===== config.mk =====
export PLATFORM = sky130hd
export DESIGN_NAME = jlcs_ctrl
export DESIGN_NICKNAME = d
export VERILOG_FILES = /design/src/rtl/jlcs_pkg.sv /design/src/rtl/jlcs_ctrl.sv
export SDC_FILE = /design/constraint.sdc
export NUM_CORES = 1
export LEC_CHECK = 0
export ABC_AREA = 1
export BUFFER_PORTS_ARGS = -buffer_cell sky130_fd_sc_hd__buf_2
export CELL_PAD_IN_SITES_DETAIL_PLACEMENT = 1
export CELL_PAD_IN_SITES_GLOBAL_PLACEMENT = 1
export CORE_MARGIN = 2
export CORE_UTILIZATION = 30
export DETAILED_ROUTE_END_ITERATION = 12
export GPL_TIMING_DRIVEN = 0
export HOLD_SLACK_MARGIN = 0.1
export PLACE_DENSITY = 0.8
export SLEW_MARGIN = 0
export SYNTH_ARGS = -nofsm -noshare
export SYNTH_HDL_FRONTEND = slang
export SYNTH_SLANG_ARGS = --single-unit

===== constraint.sdc =====
create_clock -name clk_i -period 3.33 [get_ports clk_i]
set_input_delay 0.8325 -clock clk_i [delete_from_list [all_inputs] [get_ports clk_i]]
set_output_delay 0.8325 -clock clk_i [all_outputs]
set_load 0.02 [all_outputs]

===== src/rtl/jlcs_pkg.sv =====
// Package for the Jacobi Laplace cylinder solver.
// Holds grid constants, state and command types shared by the interfaces, controller, datapath and top level.
// No dependencies.
package jlcs_pkg;

  localparam int unsigned GridW   = 64;
  localparam int unsigned GridH   = 64;
  localparam int unsigned CoordW  = 6;
  localparam int unsigned AddrW   = 12;
  localparam int unsigned DataW   = 32;
  localparam int unsigned SweepW  = 16;
  localparam int unsigned DivCntW = 2;
  localparam int unsigned Cells   = GridW * GridH;

  // Division by GridW-1 multiplies by ceil(2^RecipSh / (GridW-1)), which is 2^32 plus RecipLo.
  localparam int unsigned RecipW  = 27;
  localparam int unsigned RecipSh = 38;
  localparam int unsigned ProdW   = DataW + RecipW;
  localparam logic [63:0] RecipFull =
    ((64'd1 << RecipSh) + 64'(GridW - 2)) / 64'(GridW - 1);
  localparam logic [RecipW-1:0]  RecipLo = RecipW'(RecipFull);
  localparam logic [DivCntW-1:0] DivLast = DivCntW'(2);

  localparam logic [CoordW-1:0] ColLast  = CoordW'(GridW - 1);
  localparam logic [CoordW-1:0] RowLast  = CoordW'(GridH - 1);
  localparam logic [CoordW-1:0] ColInner = CoordW'(GridW - 2);
  localparam logic [CoordW-1:0] RowInner = CoordW'(GridH - 2);
  localparam logic [6:0]        Divisor  = 7'(GridW - 1);

  localparam logic CmdSolve = 1'b0;
  localparam logic CmdRead  = 1'b1;

  localparam logic [2:0] RegInflowSpeed   = 3'd0;
  localparam logic [2:0] RegTolerance     = 3'd1;
  localparam logic [2:0] RegMaxSweeps     = 3'd2;
  localparam logic [2:0] RegCylinderCol   = 3'd3;
  localparam logic [2:0] RegCylinderRow   = 3'd4;
  localparam logic [2:0] RegCylinderRadius = 3'd5;

  typedef enum logic [3:0] {
    StIdle,
    StRdAddr,
    StRdData,
    StDiv,
    StBuild,
    StCheck,
    StSweep,
    StSwEnd,
    StFinish
  } state_e;

  typedef struct packed {
    logic accept;
    logic solve_init;
    logic div_step;
    logic bld_clr;
    logic bld_step;
    logic sw_start;
    logic sw_step;
    logic sw_end;
    logic load_rd;
    logic load_solve;
  } ctrl_cmd_t;

  typedef struct packed {
    logic div_done;
    logic bld_last;
    logic cell_last;
    logic sweeps_full;
    logic maxd_below;
  } dp_status_t;

endpackage


===== src/rtl/jlcs_ctrl.sv =====
// Controller state machine of the solver: sequencing of read, build and sweeps.
// Depends on jlcs_pkg.
module jlcs_ctrl (
  input  logic                 clk_i,
  input  logic                 rst_ni,
  input  logic                 in_valid_i,
  input  logic                 in_cmd_i,
  output logic                 in_ready_o,
  output logic                 out_valid_o,
  input  logic                 out_ready_i,
  input  jlcs_pkg::dp_status_t sts_i,
  output jlcs_pkg::ctrl_cmd_t  cmd_o
);
  import jlcs_pkg::*;

  state_e state_q, state_d;
  logic   out_valid_q, out_valid_d;
  logic   accept;

  assign in_ready_o  = (state_q == StIdle) && (!out_valid_q || out_ready_i);
  assign accept      = in_valid_i && in_ready_o;
  assign out_valid_o = out_valid_q;

  always_ff @(posedge clk_i or negedge rst_ni) begin
    if (!rst_ni) begin
      state_q     <= StIdle;
      out_valid_q <= 1'b0;
    end else begin
      state_q     <= state_d;
      out_valid_q <= out_valid_d;
    end
  end

  always_comb begin
    state_d       = state_q;
    cmd_o         = '0;
    cmd_o.accept  = accept;
    unique case (state_q)
      StIdle: begin
        if (accept) begin
          if (in_cmd_i == CmdRead) begin
            state_d = StRdAddr;
          end else begin
            cmd_o.solve_init = 1'b1;
            state_d          = StDiv;
          end
        end
      end
      StRdAddr: state_d = StRdData;
      StRdData: begin
        cmd_o.load_rd = 1'b1;
        state_d       = StIdle;
      end
      StDiv: begin
        cmd_o.div_step = 1'b1;
        if (sts_i.div_done) begin
          cmd_o.bld_clr = 1'b1;
          state_d       = StBuild;
        end
      end
      StBuild: begin
        cmd_o.bld_step = 1'b1;
        if (sts_i.bld_last) begin
          state_d = StCheck;
        end
      end
      StCheck: begin
        if (sts_i.sweeps_full) begin
          state_d = StFinish;
        end else begin
          cmd_o.sw_start = 1'b1;
          state_d        = StSweep;
        end
      end
      StSweep: begin
        cmd_o.sw_step = 1'b1;
        if (sts_i.cell_last) begin
          state_d = StSwEnd;
        end
      end
      StSwEnd: begin
        cmd_o.sw_end = 1'b1;
        state_d      = sts_i.maxd_below ? StFinish : StCheck;
      end
      StFinish: begin
        cmd_o.load_solve = 1'b1;
        state_d          = StIdle;
      end
      default: state_d = StIdle;
    endcase
    out_valid_d = out_valid_q;
    if (cmd_o.load_rd || cmd_o.load_solve) begin
      out_valid_d = 1'b1;
    end else if (out_ready_i) begin
      out_valid_d = 1'b0;
    end
  end
endmodule


---- After elaboration in Yosys (flattened, before gate mapping) ----
Index checks and enable logic that the tools add are counted.
cells by class
  equality and inequality tests ........... 12
  multiplexer cells ....................... 22
  reduce and logical (&&, ||, !) cells .... 8
operators with widths
  operator                                                                number
  4-bit one-hot mux with 7 select lines                                   1
  4-bit two-way mux                                                       6
  4-bit by 3-bit equality test with 1-bit output (second input constant)  4
  1-bit two-way mux                                                       13
  4-bit by 2-bit equality test with 1-bit output (second input constant)  2
  2-bit inequality test (second input constant)                           4
  4-bit by 1-bit equality test with 1-bit output (second input constant)  1
  4-bit equality test (second input constant)                             1
  4-bit zero test                                                         1
  2-bit two-way mux                                                       2
  4-bit AND reduction                                                     1
  1-bit logical AND                                                       2
  1-bit logical OR                                                        2
  2-bit nonzero test                                                      1
  1-bit zero test                                                         1
word-level totals
  flip-flop bits (word level) ............. 5

---- Logic depth before layout (Yosys ltp) ----
Gate-level depths: netlist of run 1.
  depth in word-level cells ............... 6
  depth in mapped cells ................... 7
  mapped depth without buffers ............ 7

---- Least setup slack after synthesis of run 1 ----
No wires, ideal clock.
  kind .................................... input port to output port
  start ................................... input out_ready_i
  end ..................................... output cmd_o[8] (netlist name)
  data arrival time ....................... 1.622 ns
  slack ................................... 0.876 ns
  stages on the path ...................... 6
  cells stage by stage .................... inv_1 nand2_1 inv_1 nor2_2 nand2_1 nor2_1
RTL lines
  element             line             text
  start: declaration  jlcs_ctrl.sv:10  input logic out_ready_i,
  end: declaration    jlcs_ctrl.sv:12  output jlcs_pkg::ctrl_cmd_t cmd_o

---- Worst setup path in the final report of run 1 ----
  start ................................... input out_ready_i
  end ..................................... output cmd_o[9] (netlist name)
between the ends
  word-level cells in the longest chain between the ends .. 3
ends and longest elaborated chain
  element            line             text
  1-bit logical OR   jlcs_ctrl.sv:20  assign in_ready_o = (state_q == StIdle) && (!out_valid_q || out_ready_i);
  1-bit logical AND  jlcs_ctrl.sv:20
  1-bit logical AND  jlcs_ctrl.sv:21  assign accept = in_valid_i && in_ready_o;
No other way between the ends.

==> results of run 1 <==
final cells by class:
class	instances	share of cell area, %
Buffer	1	1.28
Clock buffer	4	4.47
Inverter	18	11.5
Multi-Input combinational cell	45	40.4
Sequential cell	5	21.3
Tap cell	15	3.19
Timing Repair Buffer	21	17.9
sequential cells by signal, summed over array words and instances, names as in the netlist:
| signal | flops |
|---|---|
| state_q | 4 |
| out_valid_o | 1 |
layout by cell type (no fill, tap or decap):
master	count
nor2_4	1
o211ai_1	1
o21ai_0	1
nand3_1	4
clkbuf_1	1
dfrtp_1	5
clkbuf_4	3
inv_1	18
a21oi_2	1
nor2_1	5
nand2_2	1
buf_4	1
nand2_1	19
buf_2	21
or3_1	1
o21bai_1	1
nand3_2	4
nor2_2	4
nor3_1	2
critical path, cell delays in order:
cell and delay [ns]:
buf_2 0.08, inv_1 0.04, nand2_1 0.09, inv_1 0.07
nor2_2 0.11, nand2_1 0.08, inv_1 0.06, buf_4 0.09
buf_2 0.15
power groups by stage:
stage	clock network [W]	logic, W	registers, W
3_3_place_gp	0	0.000318	0.000116
6_report	0.0000690	0.000323	0.000117
2_1_floorplan	0	0.000236	0.000117
3_5_place_dp	0	0.000327	0.000117
5_1_grt	0.0000756	0.000367	0.000120
4_1_cts	0.0000721	0.000329	0.000117
metal layers:
metal / routed length (um) / up-vias
li1: - / 258
met1: 494 / 228
met2: 654 / 8
met3: 33 / 0
met4: 0 / 0
met5: 0 / -
cell families after synthesis:
family	count (synthesis)	share of synthesized area, %
buf+inv	19	17.1
simple gates	41	47.7
flops	5	28.6
compound gates	4	6.57
cell usage after synthesis:
cell type / count
nor2_4: 1
dfrtp_1: 5
nor2_2: 4
buf_4: 1
inv_1: 18
nor3_1: 2
o21ai_0: 1
nor2_1: 5
nand2_2: 1
o211ai_1: 1
o21bai_1: 1
or3_1: 1
nand3_2: 4
a21oi_2: 1
nand2_1: 19
nand3_1: 4
metrics by stage:
step | hold WS [ns] | power [W] | utilization [%] | area, um^2
detailed placement | 0.647 | 0.000443 | 42.1 | 562
floorplan | 0.537 | 0.000353 | - | 438
CTS | 0.389 | 0.000518 | 44.1 | 588
finish | 0.396 | 0.000509 | 44.1 | 588
global placement | 0.635 | 0.000434 | 42.1 | 562
global route | 0.396 | 0.000563 | 44.1 | 588
path summary, 6_finish.rpt:
path	depth (start not counted)	to	slack [ns]	startpoint
worst max-delay path	9	cmd_o[9]	0.89	out_ready_i
worst min-delay path	1	state_q[3]	0.40	rst_ni
worst max register to register	6	state_q[1]	2.06	state_q[3]
worst min register to register	3	state_q[0]	0.65	state_q[2]
max in group asynchronous	1	out_valid_o	2.80	rst_ni
min in group clk_i	3	state_q[0]	0.65	state_q[2]
==> metrics.txt, run 1 <==
Clock transition at path regs=0.04 ns; RSZ-0062 raised after global routing=false; maximum VDD drop=0.248 mV; Hold/Removal Path Class=in2async; Vert. Die Dim=42.2 um; DR vias=494; Switch Pwr=0.000268 W; GR met2 Demand/Resource=28.6%; Diodes inserted=0; root buffer cell=clkbuf_4; Gate Count Post-Synth=69; Initial Util=32.8%; pwr dens=865 nW/um^2; met1 Use GR=18.3%; Slew Limit Fails=0; max-cap check violation count=0; fin crit period=2.44 ns; Sw Ratio=52.6%; Clk Latency, worst-skew pair=0.24 ns; CP Launch Type=input port; final wirelength=1180 um; Max clock buf depth=2; fmax=411 MHz; Crit Path Class=in2out; post-synthesis sequential area ratio=28.6%; first-pass GRT wire length=2140 um; CTS HTree Levels=1; YS warnings=0; slack of the critical path=0.895 ns; postcts setup bufs=0; drt wl/cell=10.8 um; GPL Wtd Cong=0.760; NumNets Final=105; Leak=0.419 nW; Clock power frac=13.6%; Die X=42.2 um; final hold viol count=0; Post-CTS Hold Buffers=0; Critical Path Fanout Max=2; top-area cell type share of the netlist area=28.6%; drt drc=0; vias per inst=4.53; CP required=2.50 ns; area of the multi-input gates=238 um^2; largest net degree at the start of global routing=8; syn avg cell area=6.35 um^2; Sequential Area=125 um^2; CTS resizes=0; placed cells=105; CTS tree=yes; Setup Skew=0.00452 ns; Distinct cells, synth=16; logic gate share of total power=63.5%; Num CTS Buffers=3; GRT busiest layer=met2; final setup fails=0; GRT overflow=0; leading area contributor after synthesis=dfrtp_1; synthesized area=438 um^2; share of power burned in registers=22.9%; initial DRC count=4; antenna violations before repair=0; Critical Path AT=1.60 ns; Detailed Routing Iterations Pass 1=3; Tcrit/Tclk final=73.1%; P_int=0.000241 W; vias in the first global route=535; share of layout cells above drive strength 1=38.3%; Least-Margin Pin Slew=0.222 ns; Detail Placement HPWL=1020 um; Total GRT Usage=15.5%; slew margin rel.=85.1%; fillers=197; Synth-to-Final Area Change=34.3%; row count=13; syn_nets=79; M3 GR Usage=0%; critical path endpoint category=output port; largest cells by area after synthesis=dfrtp_1, nand2_1, inv_1; setup_tns=0 ns; port bufs=21; Detail Route Antenna Nets=0; final std cells w/o fill=109; die area=1780 um^2; status=finished clean; Core Region=1330 um^2; dpl ws=0.901 ns; # IOs=22; Clock Sinks=5; Yosys reg bits=5
(Power assumes the default switching activity.)
==> run 2: changes to the inputs <==
- CORE_UTILIZATION: 30 -> 25
- PLACE_DENSITY: 0.8 -> 0.71
- clock period: 3.33 -> 2.2 ns (I/O delays scaled with it)
==> metrics.txt, run 2 (synthesized netlist as in run 1, its figures left out) <==
vias per inst=4.45 (-1.8%); Total GRT Usage=12.1% (-3.4 points); pwr dens=1310 nW/um^2 (+51%); CP max stage delay=0.44 ns (+0.29 ns); setup_tns=0 ns (unchanged); antenna violations before repair=0 (unchanged); final wirelength=1150 um (-2.9%); share of power burned in registers=23.0% (about the same); fin util=35.3% (-8.8 points); Worst path top cell family by delay=simple AND/OR/NAND/NOR gates; Clock Sinks=5 (unchanged); final hold viol count=0 (unchanged); Crit Path Class=reg2out; share of layout cells above drive strength 1=38.3% (unchanged); Clock power frac=13.8% (+0.2 points); initial DRC count=7 (+3); CTS resizes=0 (unchanged); Diodes inserted=0 (unchanged); Core Region=1690 um^2 (+27%); register with the most flip-flops=state_q; max-cap check violation count=0 (unchanged); P_int=0.000368 W (+53%); total design power=0.000778 W (+53%); # IOs=22 (unchanged); fin crit period=2.01 ns; Detail Placement HPWL=972 um (-5.0%); Post-CTS Hold Buffers=0 (unchanged); Initial Util=25.9% (-6.9 points); largest net degree at the start of global routing=8 (unchanged); final setup fails=0 (unchanged); most common cell after layout, fill and taps aside=buf_2; GPL Wtd Cong=0.755 (-0.71%); drt drc=0 (unchanged); critical path endpoint category=output port; Critical Path Fanout Max=6 (+4); number of flip-flops under the largest register name=4 (unchanged); Clock transition at path regs=0.05 ns (about the same); Hold/Removal Path Class=in2async; NumNets Final=105 (unchanged); placed cells=107 (+1.9%); CP Launch Type=flop; first-pass GRT wire length=1770 um (-17%); Leak=0.421 nW (+0.41%); CTS HTree Levels=1 (unchanged); drt wl/cell=10.3 um (-4.6%); Slew Limit Fails=0 (unchanged); postcts setup bufs=0 (unchanged); Setup Skew=0.00119 ns (-0.00334 ns); Detailed Routing Iterations Pass 1=4 (+1); CTS tree=yes; Sw Ratio=52.7% (+0.12 points); row count=15 (+2); Tcrit/Tclk final=91.5%; slowest stage cell, crit path=dfrtp_1; slack of the critical path=0.187 ns (-0.708 ns); vias in the first global route=453 (-15%); Synth-to-Final Area Change=36.0%; Least-Margin Pin Slew=0.257 ns (+0.0355 ns); slew margin rel.=82.9% (-2.3 points); logic gate share of total power=63.2% (-0.3 points); port bufs=21 (unchanged); root buffer cell=clkbuf_4; RSZ-0062 raised after global routing=false; Clk Latency, worst-skew pair=0.24 ns (about the same); Critical Path Most Common Cell=nor2_2; Crit path buffers/inverters=3 (-3); die area=2100 um^2 (+18%); Num CTS Buffers=3 (unchanged); maximum VDD drop=0.294 mV (+19%); Max clock buf depth=2 (unchanged); fmax=497 MHz; GRT overflow=0 (unchanged); DR vias=494 (unchanged); Critical Path AT=1.46 ns (-0.14 ns); CP cell instances=nor2_2, nand2_2, nor2_2, nand2_1, inv_1, buf_4, buf_2; most frequent cells in the layout=buf_2, nand2_1, inv_1; Switch Pwr=0.000410 W (+53%); status=finished clean; Vert. Die Dim=45.9 um (+8.6%); Die X=45.9 um (+8.6%); dpl ws=0.357 ns (-0.544 ns); final std cells w/o fill=111 (+1.8%); CP required=1.65 ns (-0.85 ns); Detail Route Antenna Nets=0 (unchanged)
==> run 2: final timing paths <==
kind	startpoint	end	slack, ns	cells past startpoint
setup reg to reg	state_q[0]	state_q[1]	0.96	6
hold / removal	rst_ni	state_q[3]	0.12	1
setup / recovery	state_q[0]	cmd_o[9]	0.19	7
min in group clk_i	sts_i[0]	state_q[3]	0.53	3
hold reg to reg	state_q[1]	state_q[3]	0.65	3
max in group asynchronous	rst_ni	state_q[0]	1.95	1
==> run 2: layer usage <==
| layer | global-route usage, % | routed length [um] | share of wire (%) | vias up |
|---|---|---|---|---|
| li1 | - | - | - | 256 |
| met5 | 0 | 0 | 0 | - |
| met2 | 20.0 | 606 | 53 | 9 |
| met4 | 10.3 | 0 | 0 | 0 |
| met1 | 13.7 | 506 | 44 | 229 |
| met3 | 1.19 | 35 | 3.0 | 0 |
==> run 2: power by group through the flow <==
| stage | Clock [W] | Sequential, W | Combinational [W] |
|---|---|---|---|
| 2_1_floorplan | 0 | 0.000177 | 0.000357 |
| 3_3_place_gp | 0 | 0.000175 | 0.000482 |
| 3_5_place_dp | 0 | 0.000176 | 0.000493 |
| 4_1_cts | 0.000112 | 0.000175 | 0.000495 |
| 5_1_grt | 0.000118 | 0.000184 | 0.000554 |
| 6_report | 0.000107 | 0.000179 | 0.000492 |
==> run 2: metrics by stage <==
step | hold WS (ns) | cell area (um^2)
2_1_floorplan | 0.254 | 438
3_3_place_gp | 0.368 | 564
3_5_place_dp | 0.375 | 564
4_1_cts | 0.114 | 591
5_1_grt | 0.110 | 596
6_report | 0.118 | 596
==> run 2: worst register-to-register path, delay by kind of cell (launching register included) <==
kind,cells,cell delay [ns]
DFF,1,0.44
AOI/OAI and AO/OA,1,0.16
and+or+nand+nor,5,0.53
==> run 2: area by class of cell <==
cell class / instances / area, um^2
well taps: 17 / 21.3
clock buffers: 4 / 26.3
repair buffers: 21 / 105
flip-flops and latches: 5 / 125
multi-input cells: 45 / 243
fillers: 235 / 1090
inverters: 18 / 67.6
plain buffers: 1 / 7.51
==> run 3: changes to the inputs <==
==> constraint.sdc (replaced) <==
create_clock -name clk_i -period 2.2 [get_ports clk_i]
set_input_delay 0.44 -clock clk_i [delete_from_list [all_inputs] [get_ports clk_i]]
set_output_delay 0.44 -clock clk_i [all_outputs]
set_load 0.02 [all_outputs]
==> metrics.txt, run 3 (synthesized netlist as in run 1, its figures left out) <==
status=finished clean; Detail Route Antenna Nets=0 (unchanged); final setup fails=0 (unchanged); Critical Path Fanout Max=5 (-1); Core Region=1690 um^2 (unchanged); share of layout cells above drive strength 1=37.9% (-0.40 points); r2r endpoint=state_q[1]; Clock transition at path regs=0.05 ns (about the same); max-cap check violation count=0 (unchanged); Clock Sinks=5 (unchanged); most common cell after layout, fill and taps aside=buf_2; Sequential Area=125 um^2 (unchanged); placed cells=107 (unchanged); maximum VDD drop=0.303 mV (+3.1%); Diodes inserted=0 (unchanged); GPL Wtd Cong=0.755 (unchanged); Vert. Die Dim=45.9 um (unchanged); pwr dens=1290 nW/um^2 (-1.4%); # IOs=22 (unchanged); area of the multi-input gates=238 um^2 (-2.1%); Reg2Reg Depth=6 (unchanged); drt drc=0 (unchanged); port bufs=21 (unchanged); Critical Path AT=1.51 ns (+0.05 ns); fmax=514 MHz (+3.4%); CP Launch Point=state_q[3]; Least-Margin Pin Slew=0.227 ns (-0.0298 ns); drt wl/cell=10.3 um (-0.72%); final hold viol count=0 (unchanged); cell area after layout=601 um^2 (+0.84%); critical path endpoint category=output port; Hold/Removal Path Class=in2reg; slew margin rel.=84.8% (+2.0 points); postcts setup bufs=0 (unchanged); dpl cell area=564 um^2 (unchanged); Worst R2R Start=state_q[3]; GRT overflow=0 (unchanged); Detail Placement HPWL=972 um (unchanged); row count=15 (unchanged); DR vias=500 (+1.2%); Critical Path Sink=cmd_o[9]; slowest stage cell, crit path=dfrtp_1; slack of the worst reg-to-reg path=0.91 ns (-0.05 ns); Num CTS Buffers=3 (unchanged); number of flip-flops under the largest register name=4 (unchanged); Setup Skew=0.00116 ns (-0.0000281 ns); Clk Latency, worst-skew pair=0.24 ns (about the same); stages on the worst setup path=7 (unchanged); Detailed Routing Iterations Pass 1=4 (unchanged); Critical Path Most Common Cell=nor2_2; most frequent cells in the layout=buf_2, nand2_1, inv_1; Sw Ratio=52.7% (about the same); CP max stage delay=0.44 ns (about the same); Tcrit/Tclk final=88.5% (-3.0 points); P_int=0.000366 W (-0.48%); Slew Limit Fails=0 (unchanged); Max clock buf depth=2 (unchanged); first-pass GRT wire length=1770 um (unchanged); Die X=45.9 um (unchanged); slack of the critical path=0.253 ns (+0.0664 ns); CP Launch Type=flop; logic gate share of total power=63.5% (+0.3 points); Worst path top cell family by delay=simple AND/OR/NAND/NOR gates; CTS resizes=0 (unchanged); dpl ws=0.494 ns (+0.137 ns); Initial Util=25.9% (unchanged); CTS HTree Levels=1 (unchanged); CTS tree=yes; initial DRC count=5 (-2); final wirelength=1150 um (+0.17%); final std cells w/o fill=112 (+0.90%); setup_tns=0 ns (unchanged); Post-CTS Hold Buffers=1 (+1); Clock power frac=13.9% (about the same); Switch Pwr=0.000408 W (-0.59%); register with the most flip-flops=state_q; CP required=1.76 ns (+0.11 ns); root buffer cell=clkbuf_4; share of power burned in registers=22.6% (-0.4 points); vias in the first global route=453 (unchanged); fillers=234 (-0.43%); NumNets Final=106 (+0.95%); Crit path buffers/inverters=3 (unchanged); Total GRT Usage=12.1% (unchanged); Leak=0.424 nW (+0.58%); Min Hold Slack=0.423 ns (+0.305 ns); die area=2100 um^2 (unchanged); antenna violations before repair=0 (unchanged); RSZ-0062 raised after global routing=false; fin crit period=1.95 ns (-0.0664 ns); largest net degree at the start of global routing=8 (unchanged); CP cell instances=nor2_2, nand2_2, nor2_2, nand2_1, inv_1, buf_4, buf_2; vias per inst=4.46 (+0.31%); Crit Path Class=reg2out; Synth-to-Final Area Change=37.1%
==> run 3: cell types whose count changed in the layout (fill, tap and decap cells not counted), sizes merged <==
| cell | change |
|---|---|
| dlygate4sd3 | +1 |
==> run 3: cell type report <==
type	count	area share [%]
Buffer	1	1.25
Clock buffer	4	4.38
Inverter	18	11.3
Multi-Input combinational cell	45	39.6
Sequential cell	5	20.8
Tap cell	17	3.54
Timing Repair Buffer	22	19.2
==> run 3: how the worst min path moves through the flow <==
stage                     depth (start not counted)  slack, ns  startpoint     endpoint
after floorplan                                   0       0.14      rst_ni  out_valid_o
after global placement                            1       0.26      rst_ni  out_valid_o
after detailed placement                          1       0.26      rst_ni  out_valid_o
after CTS                                         3       0.42    sts_i[0]   state_q[3]
after global routing                              3       0.43    sts_i[0]   state_q[3]
final                                             3       0.42    sts_i[0]   state_q[3]
==> run 3: layer usage <==
metal / part of all wire, % / up-vias / wire length, um / track usage, %
met1: 45 / 233 / 512 / 13.7
li1: - / 258 / - / -
met5: 0 / - / 0 / 0
met2: 51 / 9 / 592 / 20.0
met4: 0 / 0 / 0 / 10.3
met3: 3.9 / 0 / 45 / 1.19
==> run 3: power groups by stage <==
stage	clock network (W)	logic, W	registers, W
after global routing	0.000118	0.000552	0.000179
after CTS	0.000112	0.000496	0.000175
after detailed placement	0	0.000493	0.000176
after floorplan	0	0.000357	0.000177
final	0.000107	0.000491	0.000175
after global placement	0	0.000482	0.000175
==> run 3: tightest hold or removal path, stage by stage <==
cell     delay, ns
buf_2         0.09
nand2_1       0.05
nand2_1       0.05
==> run 3: per-stage QoR <==
step                      total power (W)  util, %
after CTS                        0.000783     35.6
after global routing             0.000850     35.6
after floorplan                  0.000534        -
after global placement           0.000656     33.4
final                            0.000774     35.6
after detailed placement         0.000668     33.4
